[config.mk]
export PLATFORM = sky130hd
export DESIGN_NAME = bounded_decimal_integer_parser_flat
export DESIGN_NICKNAME = d
export VERILOG_FILES = /design/src/sv/bdip_pkg.sv /design/src/sv/bdip_if.sv /design/src/sv/bdip_step.sv /design/src/sv/bounded_decimal_integer_parser.sv /design/src/flat_wrapper.sv
export SDC_FILE = /design/constraint.sdc
export NUM_CORES = 1
export LEC_CHECK = 0
export BUFFER_PORTS_ARGS = -buffer_cell sky130_fd_sc_hd__buf_2
export CORE_ASPECT_RATIO = 1.75
export CORE_UTILIZATION = 37
export DETAILED_ROUTE_END_ITERATION = 6
export PLACE_DENSITY_LB_ADDON = 0.05
export SETUP_SLACK_MARGIN = 0.5
export SLEW_MARGIN = 0
export SYNTH_ARGS = -nofsm -noshare
export SYNTH_HDL_FRONTEND = slang
export SYNTH_SLANG_ARGS = --single-unit
[constraint.sdc]
create_clock -name clk -period 6.7 [get_ports clk]
set_input_delay 1.34 -clock clk [delete_from_list [all_inputs] [get_ports clk]]
set_output_delay 1.34 -clock clk [all_outputs]
set_load 0.05 [all_outputs]
[src/sv/bdip_pkg.sv]
// Types and constants of the bounded decimal integer parser.
package bdip_pkg;

  localparam int VALUE_W = 64;
  // Ten times a 64-bit value plus a digit, with sign: four extra bits.
  localparam int WIDE_W = VALUE_W + 4;
  localparam int CHAR_W = 8;
  localparam int STATUS_W = 2;
  localparam int PHASE_W = 3;
  localparam int CFG_INDEX_W = 1;
  localparam int DIGIT_W = 4;

  // Configuration register indexes.
  localparam logic [CFG_INDEX_W-1:0] REG_LOWER_BOUND = 1'd0;
  localparam logic [CFG_INDEX_W-1:0] REG_UPPER_BOUND = 1'd1;

  localparam logic signed [VALUE_W-1:0] LOWER_RESET = {1'b1, {(VALUE_W-1){1'b0}}};
  localparam logic signed [VALUE_W-1:0] UPPER_RESET = {1'b0, {(VALUE_W-1){1'b1}}};

  // Parse phases.
  localparam logic [PHASE_W-1:0] PH_SPACE  = 3'd0;
  localparam logic [PHASE_W-1:0] PH_SIGN   = 3'd1;
  localparam logic [PHASE_W-1:0] PH_DIGITS = 3'd2;
  localparam logic [PHASE_W-1:0] PH_HIGH   = 3'd3;
  localparam logic [PHASE_W-1:0] PH_LOW    = 3'd4;
  localparam logic [PHASE_W-1:0] PH_BAD    = 3'd5;

  // Result status codes.
  localparam logic [STATUS_W-1:0] ST_OK      = 2'd0;
  localparam logic [STATUS_W-1:0] ST_INVALID = 2'd1;
  localparam logic [STATUS_W-1:0] ST_SMALL   = 2'd2;
  localparam logic [STATUS_W-1:0] ST_LARGE   = 2'd3;

  // Character codes.
  localparam logic [CHAR_W-1:0] CH_NUL   = 8'h00;
  localparam logic [CHAR_W-1:0] CH_TAB   = 8'h09;
  localparam logic [CHAR_W-1:0] CH_CR    = 8'h0d;
  localparam logic [CHAR_W-1:0] CH_SPACE = 8'h20;
  localparam logic [CHAR_W-1:0] CH_PLUS  = 8'h2b;
  localparam logic [CHAR_W-1:0] CH_MINUS = 8'h2d;
  localparam logic [CHAR_W-1:0] CH_ZERO  = 8'h30;
  localparam logic [CHAR_W-1:0] CH_NINE  = 8'h39;

  typedef struct packed {
    logic [PHASE_W-1:0]        phase;
    logic                      negative;
    logic signed [VALUE_W-1:0] acc;
  } parse_state_t;

  localparam parse_state_t STATE_RESET = '{phase: PH_SPACE, negative: 1'b0, acc: '0};

endpackage

[src/sv/bdip_if.sv]
// Item channels of the decimal integer parser: characters in, results out.
interface bdip_char_if;
  logic                          valid;
  logic                          ready;
  logic [bdip_pkg::CHAR_W-1:0]   char_byte;

  modport source (output valid, output char_byte, input ready);
  modport sink (input valid, input char_byte, output ready);
endinterface

interface bdip_result_if;
  logic                                 valid;
  logic                                 ready;
  logic signed [bdip_pkg::VALUE_W-1:0]  value;
  logic [bdip_pkg::STATUS_W-1:0]        status;

  modport source (output valid, output value, output status, input ready);
  modport sink (input valid, input value, input status, output ready);
endinterface

[src/sv/bdip_step.sv]
// Next-state and result logic for one character of the decimal parser.
module bdip_step (
  input  logic [bdip_pkg::CHAR_W-1:0]          char_byte,
  input  bdip_pkg::parse_state_t               state,
  input  logic signed [bdip_pkg::VALUE_W-1:0]  lower_bound,
  input  logic signed [bdip_pkg::VALUE_W-1:0]  upper_bound,
  output bdip_pkg::parse_state_t               state_next,
  output logic signed [bdip_pkg::VALUE_W-1:0]  res_value,
  output logic [bdip_pkg::STATUS_W-1:0]        res_status
);

  logic                                  is_digit;
  logic                                  is_space;
  logic [bdip_pkg::DIGIT_W-1:0]          digit;
  logic signed [bdip_pkg::WIDE_W-1:0]    acc_wide;
  logic signed [bdip_pkg::WIDE_W-1:0]    times10;
  logic signed [bdip_pkg::WIDE_W-1:0]    up_sum;
  logic signed [bdip_pkg::WIDE_W-1:0]    down_sum;
  logic                                  up_fail;
  logic                                  down_fail;
  logic [bdip_pkg::PHASE_W-1:0]          digit_phase;
  logic signed [bdip_pkg::VALUE_W-1:0]   digit_acc;

  assign is_digit = char_byte inside {[bdip_pkg::CH_ZERO:bdip_pkg::CH_NINE]};
  assign is_space = (char_byte inside {[bdip_pkg::CH_TAB:bdip_pkg::CH_CR]})
                    || (char_byte == bdip_pkg::CH_SPACE);
  assign digit = bdip_pkg::DIGIT_W'(char_byte - bdip_pkg::CH_ZERO);

  // Ten times the accumulator as two shifted copies; the sum is exact, so the
  // bound check is one signed compare instead of a divide by ten.
  assign acc_wide = bdip_pkg::WIDE_W'(state.acc);
  assign times10  = (acc_wide <<< 3) + (acc_wide <<< 1);
  assign up_sum   = times10 + bdip_pkg::WIDE_W'(digit);
  assign down_sum = times10 - bdip_pkg::WIDE_W'(digit);
  assign up_fail   = up_sum > bdip_pkg::WIDE_W'(upper_bound);
  assign down_fail = down_sum < bdip_pkg::WIDE_W'(lower_bound);

  // Outcome of a character in a phase where a digit is expected.
  always_comb begin
    digit_acc = state.acc;
    if (!is_digit) begin
      digit_phase = bdip_pkg::PH_BAD;
    end else if (state.negative) begin
      digit_phase = down_fail ? bdip_pkg::PH_LOW : bdip_pkg::PH_DIGITS;
      if (!down_fail) begin
        digit_acc = down_sum[bdip_pkg::VALUE_W-1:0];
      end
    end else begin
      digit_phase = up_fail ? bdip_pkg::PH_HIGH : bdip_pkg::PH_DIGITS;
      if (!up_fail) begin
        digit_acc = up_sum[bdip_pkg::VALUE_W-1:0];
      end
    end
  end

  always_comb begin
    state_next = state;
    res_value  = '0;
    res_status = bdip_pkg::ST_INVALID;
    if (char_byte == bdip_pkg::CH_NUL) begin
      state_next = bdip_pkg::STATE_RESET;
      if (lower_bound <= upper_bound) begin
        case (state.phase)
          bdip_pkg::PH_DIGITS: begin
            if (state.acc < lower_bound) begin
              res_status = bdip_pkg::ST_SMALL;
            end else if (state.acc > upper_bound) begin
              res_status = bdip_pkg::ST_LARGE;
            end else begin
              res_status = bdip_pkg::ST_OK;
              res_value  = state.acc;
            end
          end
          bdip_pkg::PH_HIGH: res_status = bdip_pkg::ST_LARGE;
          bdip_pkg::PH_LOW:  res_status = bdip_pkg::ST_SMALL;
          default:           res_status = bdip_pkg::ST_INVALID;
        endcase
      end
    end else begin
      case (state.phase)
        bdip_pkg::PH_SPACE: begin
          if (is_space) begin
            state_next.phase = bdip_pkg::PH_SPACE;
          end else if (char_byte == bdip_pkg::CH_PLUS) begin
            state_next.phase = bdip_pkg::PH_SIGN;
          end else if (char_byte == bdip_pkg::CH_MINUS) begin
            state_next.phase    = bdip_pkg::PH_SIGN;
            state_next.negative = 1'b1;
          end else begin
            state_next.phase = digit_phase;
            state_next.acc   = digit_acc;
          end
        end
        bdip_pkg::PH_SIGN, bdip_pkg::PH_DIGITS: begin
          state_next.phase = digit_phase;
          state_next.acc   = digit_acc;
        end
        bdip_pkg::PH_HIGH, bdip_pkg::PH_LOW: begin
          if (!is_digit) begin
            state_next.phase = bdip_pkg::PH_BAD;
          end
        end
        default: state_next.phase = bdip_pkg::PH_BAD;
      endcase
    end
  end

endmodule

[src/sv/bounded_decimal_integer_parser.sv]
// Top level of the bounded decimal integer parser.
// The block reads a string one character item per clock cycle and, on each
// zero byte, returns one result item: a signed 64-bit value and a status
// (ok, invalid, too small, too large). Leading whitespace and one sign are
// taken, then decimal digits are accumulated with exact checks against the
// lower_bound and upper_bound registers; every error result carries value 0.
// A character is taken into an input register, and when it moves on, one
// step of logic (a multiply by ten built from two shifted copies, one 68-bit
// add and one bound compare) updates the parse state and, for a zero byte,
// loads the result register. So the block takes one character item every
// cycle while not held, and a result is valid once its zero byte leaves
// the input register. Input items keep flowing while a result waits; only a
// second zero byte meeting a result not yet taken holds the input side. The
// user must write the bounds via the configuration port only while the block
// is idle (unenforced); an item accepted at a write's edge sees the new value.
module bounded_decimal_integer_parser (
  input  logic                                 clk,
  input  logic                                 rst,
  bdip_char_if.sink                            chars,
  bdip_result_if.source                        results,
  input  logic                                 cfg_write,
  input  logic [bdip_pkg::CFG_INDEX_W-1:0]     cfg_index,
  input  logic [bdip_pkg::VALUE_W-1:0]         cfg_data
);

  // Configuration registers.
  logic signed [bdip_pkg::VALUE_W-1:0] lower_bound;
  logic signed [bdip_pkg::VALUE_W-1:0] upper_bound;

  // Input register.
  logic                          s1_valid;
  logic [bdip_pkg::CHAR_W-1:0]   s1_char;
  logic                          s1_is_end;
  logic                          advance;

  // Parse state.
  bdip_pkg::parse_state_t        state;
  bdip_pkg::parse_state_t        state_next;

  // Result register.
  logic                                  out_valid;
  logic signed [bdip_pkg::VALUE_W-1:0]   out_value;
  logic [bdip_pkg::STATUS_W-1:0]         out_status;
  logic signed [bdip_pkg::VALUE_W-1:0]   res_value;
  logic [bdip_pkg::STATUS_W-1:0]         res_status;

  bdip_step u_step (
    .char_byte   (s1_char),
    .state       (state),
    .lower_bound (lower_bound),
    .upper_bound (upper_bound),
    .state_next  (state_next),
    .res_value   (res_value),
    .res_status  (res_status)
  );

  // A held character moves on unless it is a zero byte and the result
  // register still holds a result that has not been taken.
  assign s1_is_end = (s1_char == bdip_pkg::CH_NUL);
  assign advance   = s1_valid && (!s1_is_end || !out_valid || results.ready);
  assign chars.ready = !s1_valid || advance;

  assign results.valid  = out_valid;
  assign results.value  = out_value;
  assign results.status = out_status;

  always_ff @(posedge clk) begin
    if (rst) begin
      lower_bound <= bdip_pkg::LOWER_RESET;
      upper_bound <= bdip_pkg::UPPER_RESET;
      s1_valid    <= 1'b0;
      state       <= bdip_pkg::STATE_RESET;
      out_valid   <= 1'b0;
    end else begin
      if (cfg_write) begin
        case (cfg_index)
          bdip_pkg::REG_LOWER_BOUND: lower_bound <= cfg_data;
          bdip_pkg::REG_UPPER_BOUND: upper_bound <= cfg_data;
          default: ;
        endcase
      end
      if (chars.ready) begin
        s1_valid <= chars.valid;
      end
      if (advance) begin
        state <= state_next;
      end
      if (advance && s1_is_end) begin
        out_valid <= 1'b1;
      end else if (results.ready) begin
        out_valid <= 1'b0;
      end
    end
  end

  // Payload registers carry no reset.
  always_ff @(posedge clk) begin
    if (chars.valid && chars.ready) begin
      s1_char <= chars.char_byte;
    end
    if (advance && s1_is_end) begin
      out_value  <= res_value;
      out_status <= res_status;
    end
  end

endmodule

[src/flat_wrapper.sv]
// flat-port wrapper written by rule: the top's interface ports become plain ports
module bounded_decimal_integer_parser_flat 
  (clk, rst, cfg_write, cfg_index, cfg_data, chars_valid, chars_char_byte, chars_ready, results_valid, results_value, results_status, results_ready);
  bdip_char_if chars_i ();
  bdip_result_if results_i ();
  input  logic clk;
  input  logic rst;
  input  logic cfg_write;
  input  logic [bdip_pkg::CFG_INDEX_W-1:0] cfg_index;
  input  logic [bdip_pkg::VALUE_W-1:0] cfg_data;
  input wire logic [$bits(chars_i.valid)-1:0] chars_valid;
  input wire logic [$bits(chars_i.char_byte)-1:0] chars_char_byte;
  output wire logic [$bits(chars_i.ready)-1:0] chars_ready;
  output wire logic [$bits(results_i.valid)-1:0] results_valid;
  output wire logic [$bits(results_i.value)-1:0] results_value;
  output wire logic [$bits(results_i.status)-1:0] results_status;
  input wire logic [$bits(results_i.ready)-1:0] results_ready;
  assign chars_i.valid = chars_valid;
  assign chars_i.char_byte = chars_char_byte;
  assign chars_ready = chars_i.ready;
  assign results_valid = results_i.valid;
  assign results_value = results_i.value;
  assign results_status = results_i.status;
  assign results_i.ready = results_ready;
  bounded_decimal_integer_parser u_core (.clk(clk), .rst(rst), .chars(chars_i), .results(results_i), .cfg_write(cfg_write), .cfg_index(cfg_index), .cfg_data(cfg_data));
endmodule
==> results of run 1 <==
==> cell families (layout without fill, tap and decap cells) <==
| kind of cell | Yosys count | after routing | share of synthesized area (%) |
|---|---|---|---|
| buffers and inverters | 312 | 1184 | 4.57 |
| adders and majority gates | 399 | 399 | 18.5 |
| and+or+nand+nor | 1272 | 1272 | 25.4 |
| xor gates and xnor gates | 158 | 158 | 5.28 |
| DFF | 272 | 272 | 22.8 |
| AOI/OAI and AO/OA | 866 | 866 | 21.9 |
| muxes | 42 | 42 | 1.57 |
==> cell type report <==
type / instances / area (um^2) / share of cell area [%]
Clock buffer: 47 / 972 / 2.57
Clock inverter: 15 / 179 / 0.473
Inverter: 168 / 631 / 1.67
Multi-Input combinational cell: 2737 / 21300 / 56.3
Sequential cell: 272 / 6250 / 16.6
Tap cell: 931 / 1160 / 3.08
Timing Repair Buffer: 954 / 7300 / 19.3
==> layer usage <==
layer  wire length (um)  up-vias  track usage (%)
met1              41400    14100             30.3
met2              67000      896             63.2
met4              15700        2             34.2
met3               3900      501             3.61
met5                 12        -                0
li1                   -    14000                -
==> sequential cells by signal, indices dropped and copies added, names as in the netlist <==
| name | count |
|---|---|
| u_core.lower_bound | 64 |
| u_core.results.status | 2 |
| u_core.results.valid | 1 |
| u_core.results.value | 64 |
| u_core.s1_char | 8 |
| u_core.s1_valid | 1 |
| u_core.state | 68 |
| u_core.upper_bound | 64 |
==> stage by stage <==
stage | util [%] | setup TNS [ps] | cell area [um^2] | power [mW]
after detailed placement | 47.1 | -52200 | 34300 | 2.97
after global placement | 47.1 | -49390 | 34300 | 2.93
final | 51.9 | -8850 | 37800 | 5.02
after floorplan | - | 0 | 27400 | 2.47
after global routing | 51.9 | -22340 | 37800 | 5.22
after CTS | 50.7 | -7490 | 36900 | 5.02
==> worst max-delay path: cells and delay by family (launching register included) <==
| kind | cells | cell delay, ps |
|---|---|---|
| buffers and inverters | 7 | 930 |
| flip-flops | 1 | 370 |
| AO/OA/AOI/OAI | 8 | 1610 |
| AND/OR/NAND/NOR | 12 | 2890 |
| adder cells (fa/ha/maj) | 3 | 690 |
| XOR/XNOR | 2 | 320 |
==> cells in the mapped netlist (98+ instances only) <==
| library cell | n |
|---|---|
| ha_1 | 396 |
| nand2_1 | 310 |
| a21oi_1 | 261 |
| nor2_1 | 210 |
| dfxtp_1 | 198 |
| inv_1 | 167 |
| a21o_1 | 144 |
| nand4_1 | 122 |
| o21ai_0 | 109 |
| clkbuf_1 | 105 |
| xnor2_1 | 103 |
| and2_1 | 98 |
==> power by group <==
group | internal, mW | total [mW] | switching (mW) | leakage [nW]
logic | 0.548 | 1.28 | 0.734 | 15.5
registers | 1.73 | 1.77 | 0.0415 | 2.21
clock network | 1.14 | 1.97 | 0.824 | 0.566
total | 3.42 | 5.02 | 1.60 | 18.3
==> final timing paths <==
| path | start | to | slack (ps) |
|---|---|---|---|
| max | u_core.state[2] | u_core.state[22] | -240 |
| min | u_core.upper_bound[37] | u_core.upper_bound[37] | 460 |
| max reg2reg | u_core.state[2] | u_core.state[22] | -240 |
| min reg2reg | u_core.upper_bound[37] | u_core.upper_bound[37] | 460 |
==> timing repair <==
item / CTS / global route
resized for setup: 216 / 157
buffers inserted: 43 / 28
pin swaps: 67 / 93
gates cloned: 7 / 0
endpoints found under the setup margin: 67 / 67
==> impl_metrics.toml, run 1 <==
[status]
status = "complete, but fails checks"
violations = "design-rule violations, negative setup slack"

[cts]
clockRootBuffer = "clkbuf_16"
cts.htree.levels = 2
clk_path_buf_depth = 3
cts-buffers-inserted = 34
clock_latency_ps = 600
clk_pin_slew_ps = 60
cts_num_sinks = 272
cts_tree = "done"
cts_hold_buffers = 0

[yosys]
synth_area_um2 = 27100
avgSynthCellArea_um2 = 8.17
yosysSeqAreaShare_pct = 22.8
yosys.area.top_type_share_pct = 18.3
synth.ff_latch_count = 272
ys_top_cells_by_area = "ha_1 (18%), dfxtp_1 (15%), edfxtp_1 (8.2%)"
async_flop_share_pct = 0
synth_cell_type_count = 118
synth_cells = 3321
synth_flop_cell = "dfxtp_1"
syn_nets = 3798
synth_warnings = 0
yosysTopAreaCell = "ha_1"
synth-edff-count = 74

[final_layout]
drive_gt1_share_pct = 32.9
diodes = 0
n_fill_cell = 7035
layout_commonest_cell = "buf_4"
final_cell_mix = "buf_4 (742), ha_1 (373), nand2_1 (290)"
syn_to_final_growth_pct = 39.3
stdcell_count = 5124
fin_nets = 4644

[placement]
gp_congestion = 0.992
dp.cells = 4984
numPortBuffers = 145
hpwl_mm = 105
pre_cts_ws_ps = -994

[timing]
fmax_mhz = 144
hold_violations = 0
slew_headroom_pct = 43.4
finClkSkew_ps = 40.6
hold_ws_ps = 460
finalCritPeriodShare_pct = 104
worst_slack_ps = -243
rsz0062_at_grt = "true"
fin_crit_ps = 6940
finalMaxSlewViolations = 0
final-setup-viol-count = 66
tightestPinTransition_ps = 847

[route]
wirelength_mm = 128
initialDrtViolationCount = 1655
drc = 10
first_pass_iters = 7
ant_nets = 0
wl_per_cell_um = 25.0
vias = 29500
viasPerCell = 5.76

[global_route]
grt-ovfl-total = 0
grt_pass1_vias = 30500
antenna_found_initial = 1
grt_pass1_wl_mm = 186
grt_usage_pct = 33.9
grt_max_degree = 131

[job]
maxCapViolCount = 0

[setup_path]
r2r_cells = 32
worst_path_largest_cell_delay_ps = 530
cp.required_ps = 7180
worstSetupPathType = "reg -> reg"
cpMaxStageDelayCell = "or4b_4"
worst_path_most_repeated_cell = "buf_6"
arrival_ps = 7420
start_kind = "register"
cp-end-kind = "register"
crit_path_max_fanout = 8

[floorplan]
io_pins = 146
initial_core_util_pct = 37.3
dieArea_um2 = 74500
dieHeight_um = 360
die_x_um = 207
core_um2 = 72800
row_count = 131

[pwr]
ir_worst_vdd_uv = 162
power_density_nw_per_um2 = 133
power_leakage_nw = 18.3

[worst_hold_path]
holdPathStages = 1
hold_class = "reg -> reg"
(Power assumes the default switching activity.)
==> run 2: changes to the inputs <==
Settings changed: CORE_UTILIZATION 37 to 50, PLACE_DENSITY set to 0.7, PLACE_DENSITY_LB_ADDON 0.05 to not set.
==> run 2 against run 1 <==
  * The run ends with negative setup slack left
  * Via count is 1.6% higher
  * Sequential share of layout area grew 0.90 points
  * Largest power group unchanged
  * First-iteration DRC count rose by 46%
==> impl_metrics.toml, run 2 (synthesized netlist as in run 1, its figures left out) <==
[final_layout]
fin_nets = 4449
n_fill_cell = 4454
top_register = "u_core.state"
drive_gt1_share_pct = 30.1
syn_to_final_growth_pct = 32.7
diodes = 0
final_cell_mix = "buf_4 (577), ha_1 (372), nand2_1 (294)"
layout_commonest_cell = "buf_4"
largest_reg_flops = 68

[cts]
clk_path_buf_depth = 3
cts_num_sinks = 272
cts-buffers-inserted = 28
clockRootBuffer = "clkbuf_16"
cts_hold_buffers = 0
clk_pin_slew_ps = 70
cts.htree.levels = 1
cts_tree = "done"
clock_latency_ps = 670

[setup_path]
cp-end-kind = "register"
worst_path_most_repeated_cell = "buf_4"
worst_path_largest_cell_delay_ps = 560
arrival_ps = 7340
start_kind = "register"
reg2reg_slack_ps = -140
cp.required_ps = 7200
cpMaxStageDelayCell = "or4_4"
crit_path_max_fanout = 6
worstSetupPathType = "reg -> reg"

[floorplan]
dieArea_um2 = 55200
io_pins = 146
initial_core_util_pct = 50.8
row_count = 112
die_x_um = 178
core_um2 = 53400
dieHeight_um = 310

[timing]
setup_tns_ps = -3270
final-setup-viol-count = 56
tightestPinTransition_ps = 906
finClkSkew_ps = 17.9
finalCritPeriodShare_pct = 102
rsz0062_at_grt = "true"
finalMaxSlewViolations = 0
fin_crit_ps = 6840
hold_violations = 0
slew_headroom_pct = 39.5
fmax_mhz = 146
worst_slack_ps = -139

[status]
status = "complete, but fails checks"
violations = "negative setup slack"

[route]
initialDrtViolationCount = 2419
ant_nets = 0
vias = 30000
drc = 0
wl_per_cell_um = 25.1
first_pass_iters = 6
viasPerCell = 6.41
wirelength_mm = 117

[global_route]
grtUsageMet2_pct = 73.4
antenna_found_initial = 1
busiest_layer = "met2"
grt_usage_pct = 41.5
met3_usage_pct = 9.32
grt_max_degree = 74
grt-ovfl-total = 0
grtUsageMet1_pct = 36.7
grt_pass1_wl_mm = 170
grt_pass1_vias = 29800

[placement]
hpwl_mm = 89.3
pre_cts_ws_ps = -295
gp_congestion = 1.07
numPortBuffers = 145

[worst_hold_path]
hold_class = "reg -> reg"

[pwr]
ir_worst_vdd_uv = 204
power_density_nw_per_um2 = 135
power_leakage_nw = 17.2

[job]
maxCapViolCount = 0
-- run 2: power breakdown --
group          switching, mW  total, mW  internal [mW]
clock                  0.827       1.90           1.07
sequential            0.0429       1.77           1.72
combinational          0.686       1.18          0.494
-- run 2: stage by stage --
stage | area, um^2 | instances | total power [mW] | util, % | hold WS [ps]
finish | 36000 | 4678 | 4.85 | 67.4 | 463
global route | 36000 | 4678 | 5.03 | 67.4 | 477
CTS | 34900 | 4649 | 4.78 | 65.3 | 465
detailed placement | 32600 | 4549 | 2.87 | 61.0 | 449
global placement | 32600 | 4549 | 2.85 | 61.0 | 443
floorplan | 27400 | 3321 | 2.47 | - | 435
-- run 2: final timing paths --
check                              start                     end  depth (start not counted)
setup / recovery        u_core.state[21]        u_core.state[27]                         30
hold / removal    u_core.upper_bound[63]  u_core.upper_bound[63]                          2
setup reg to reg        u_core.state[21]        u_core.state[27]                         30
hold reg to reg   u_core.upper_bound[63]  u_core.upper_bound[63]                          2
-- run 2: layout make-up --
| class | count | area (um^2) | area share [%] |
|---|---|---|---|
| clock buffer | 32 | 767 | 2.13 |
| clock inverter | 20 | 312 | 0.865 |
| inverter | 168 | 631 | 1.75 |
| multi-input combinational | 2737 | 21400 | 59.5 |
| sequential | 272 | 6280 | 17.5 |
| tap | 684 | 856 | 2.38 |
| timing repair buffer | 765 | 5730 | 15.9 |
-- run 2: metal layers --
metal | vias up | share of wire (%)
li1 | 13600 | -
met4 | 2 | 13
met1 | 14100 | 31
met3 | 822 | 6.4
met5 | - | 0.011
met2 | 1462 | 49
-- run 2: what timing repair did --
item,CTS,global route
setup endpoints to repair,67,67
cloned,4,4
buffers inserted,44,25
gates resized for setup,166,212
pin swaps,49,83
-- run 2: critical path, delay by kind of cell, from the launching register on --
family | cells | cell delay [ps]
simple gates | 15 | 2860
compound gates | 5 | 1340
buf+inv | 7 | 1130
fa+ha+maj | 2 | 660
flops | 1 | 480
xor+xnor | 1 | 150
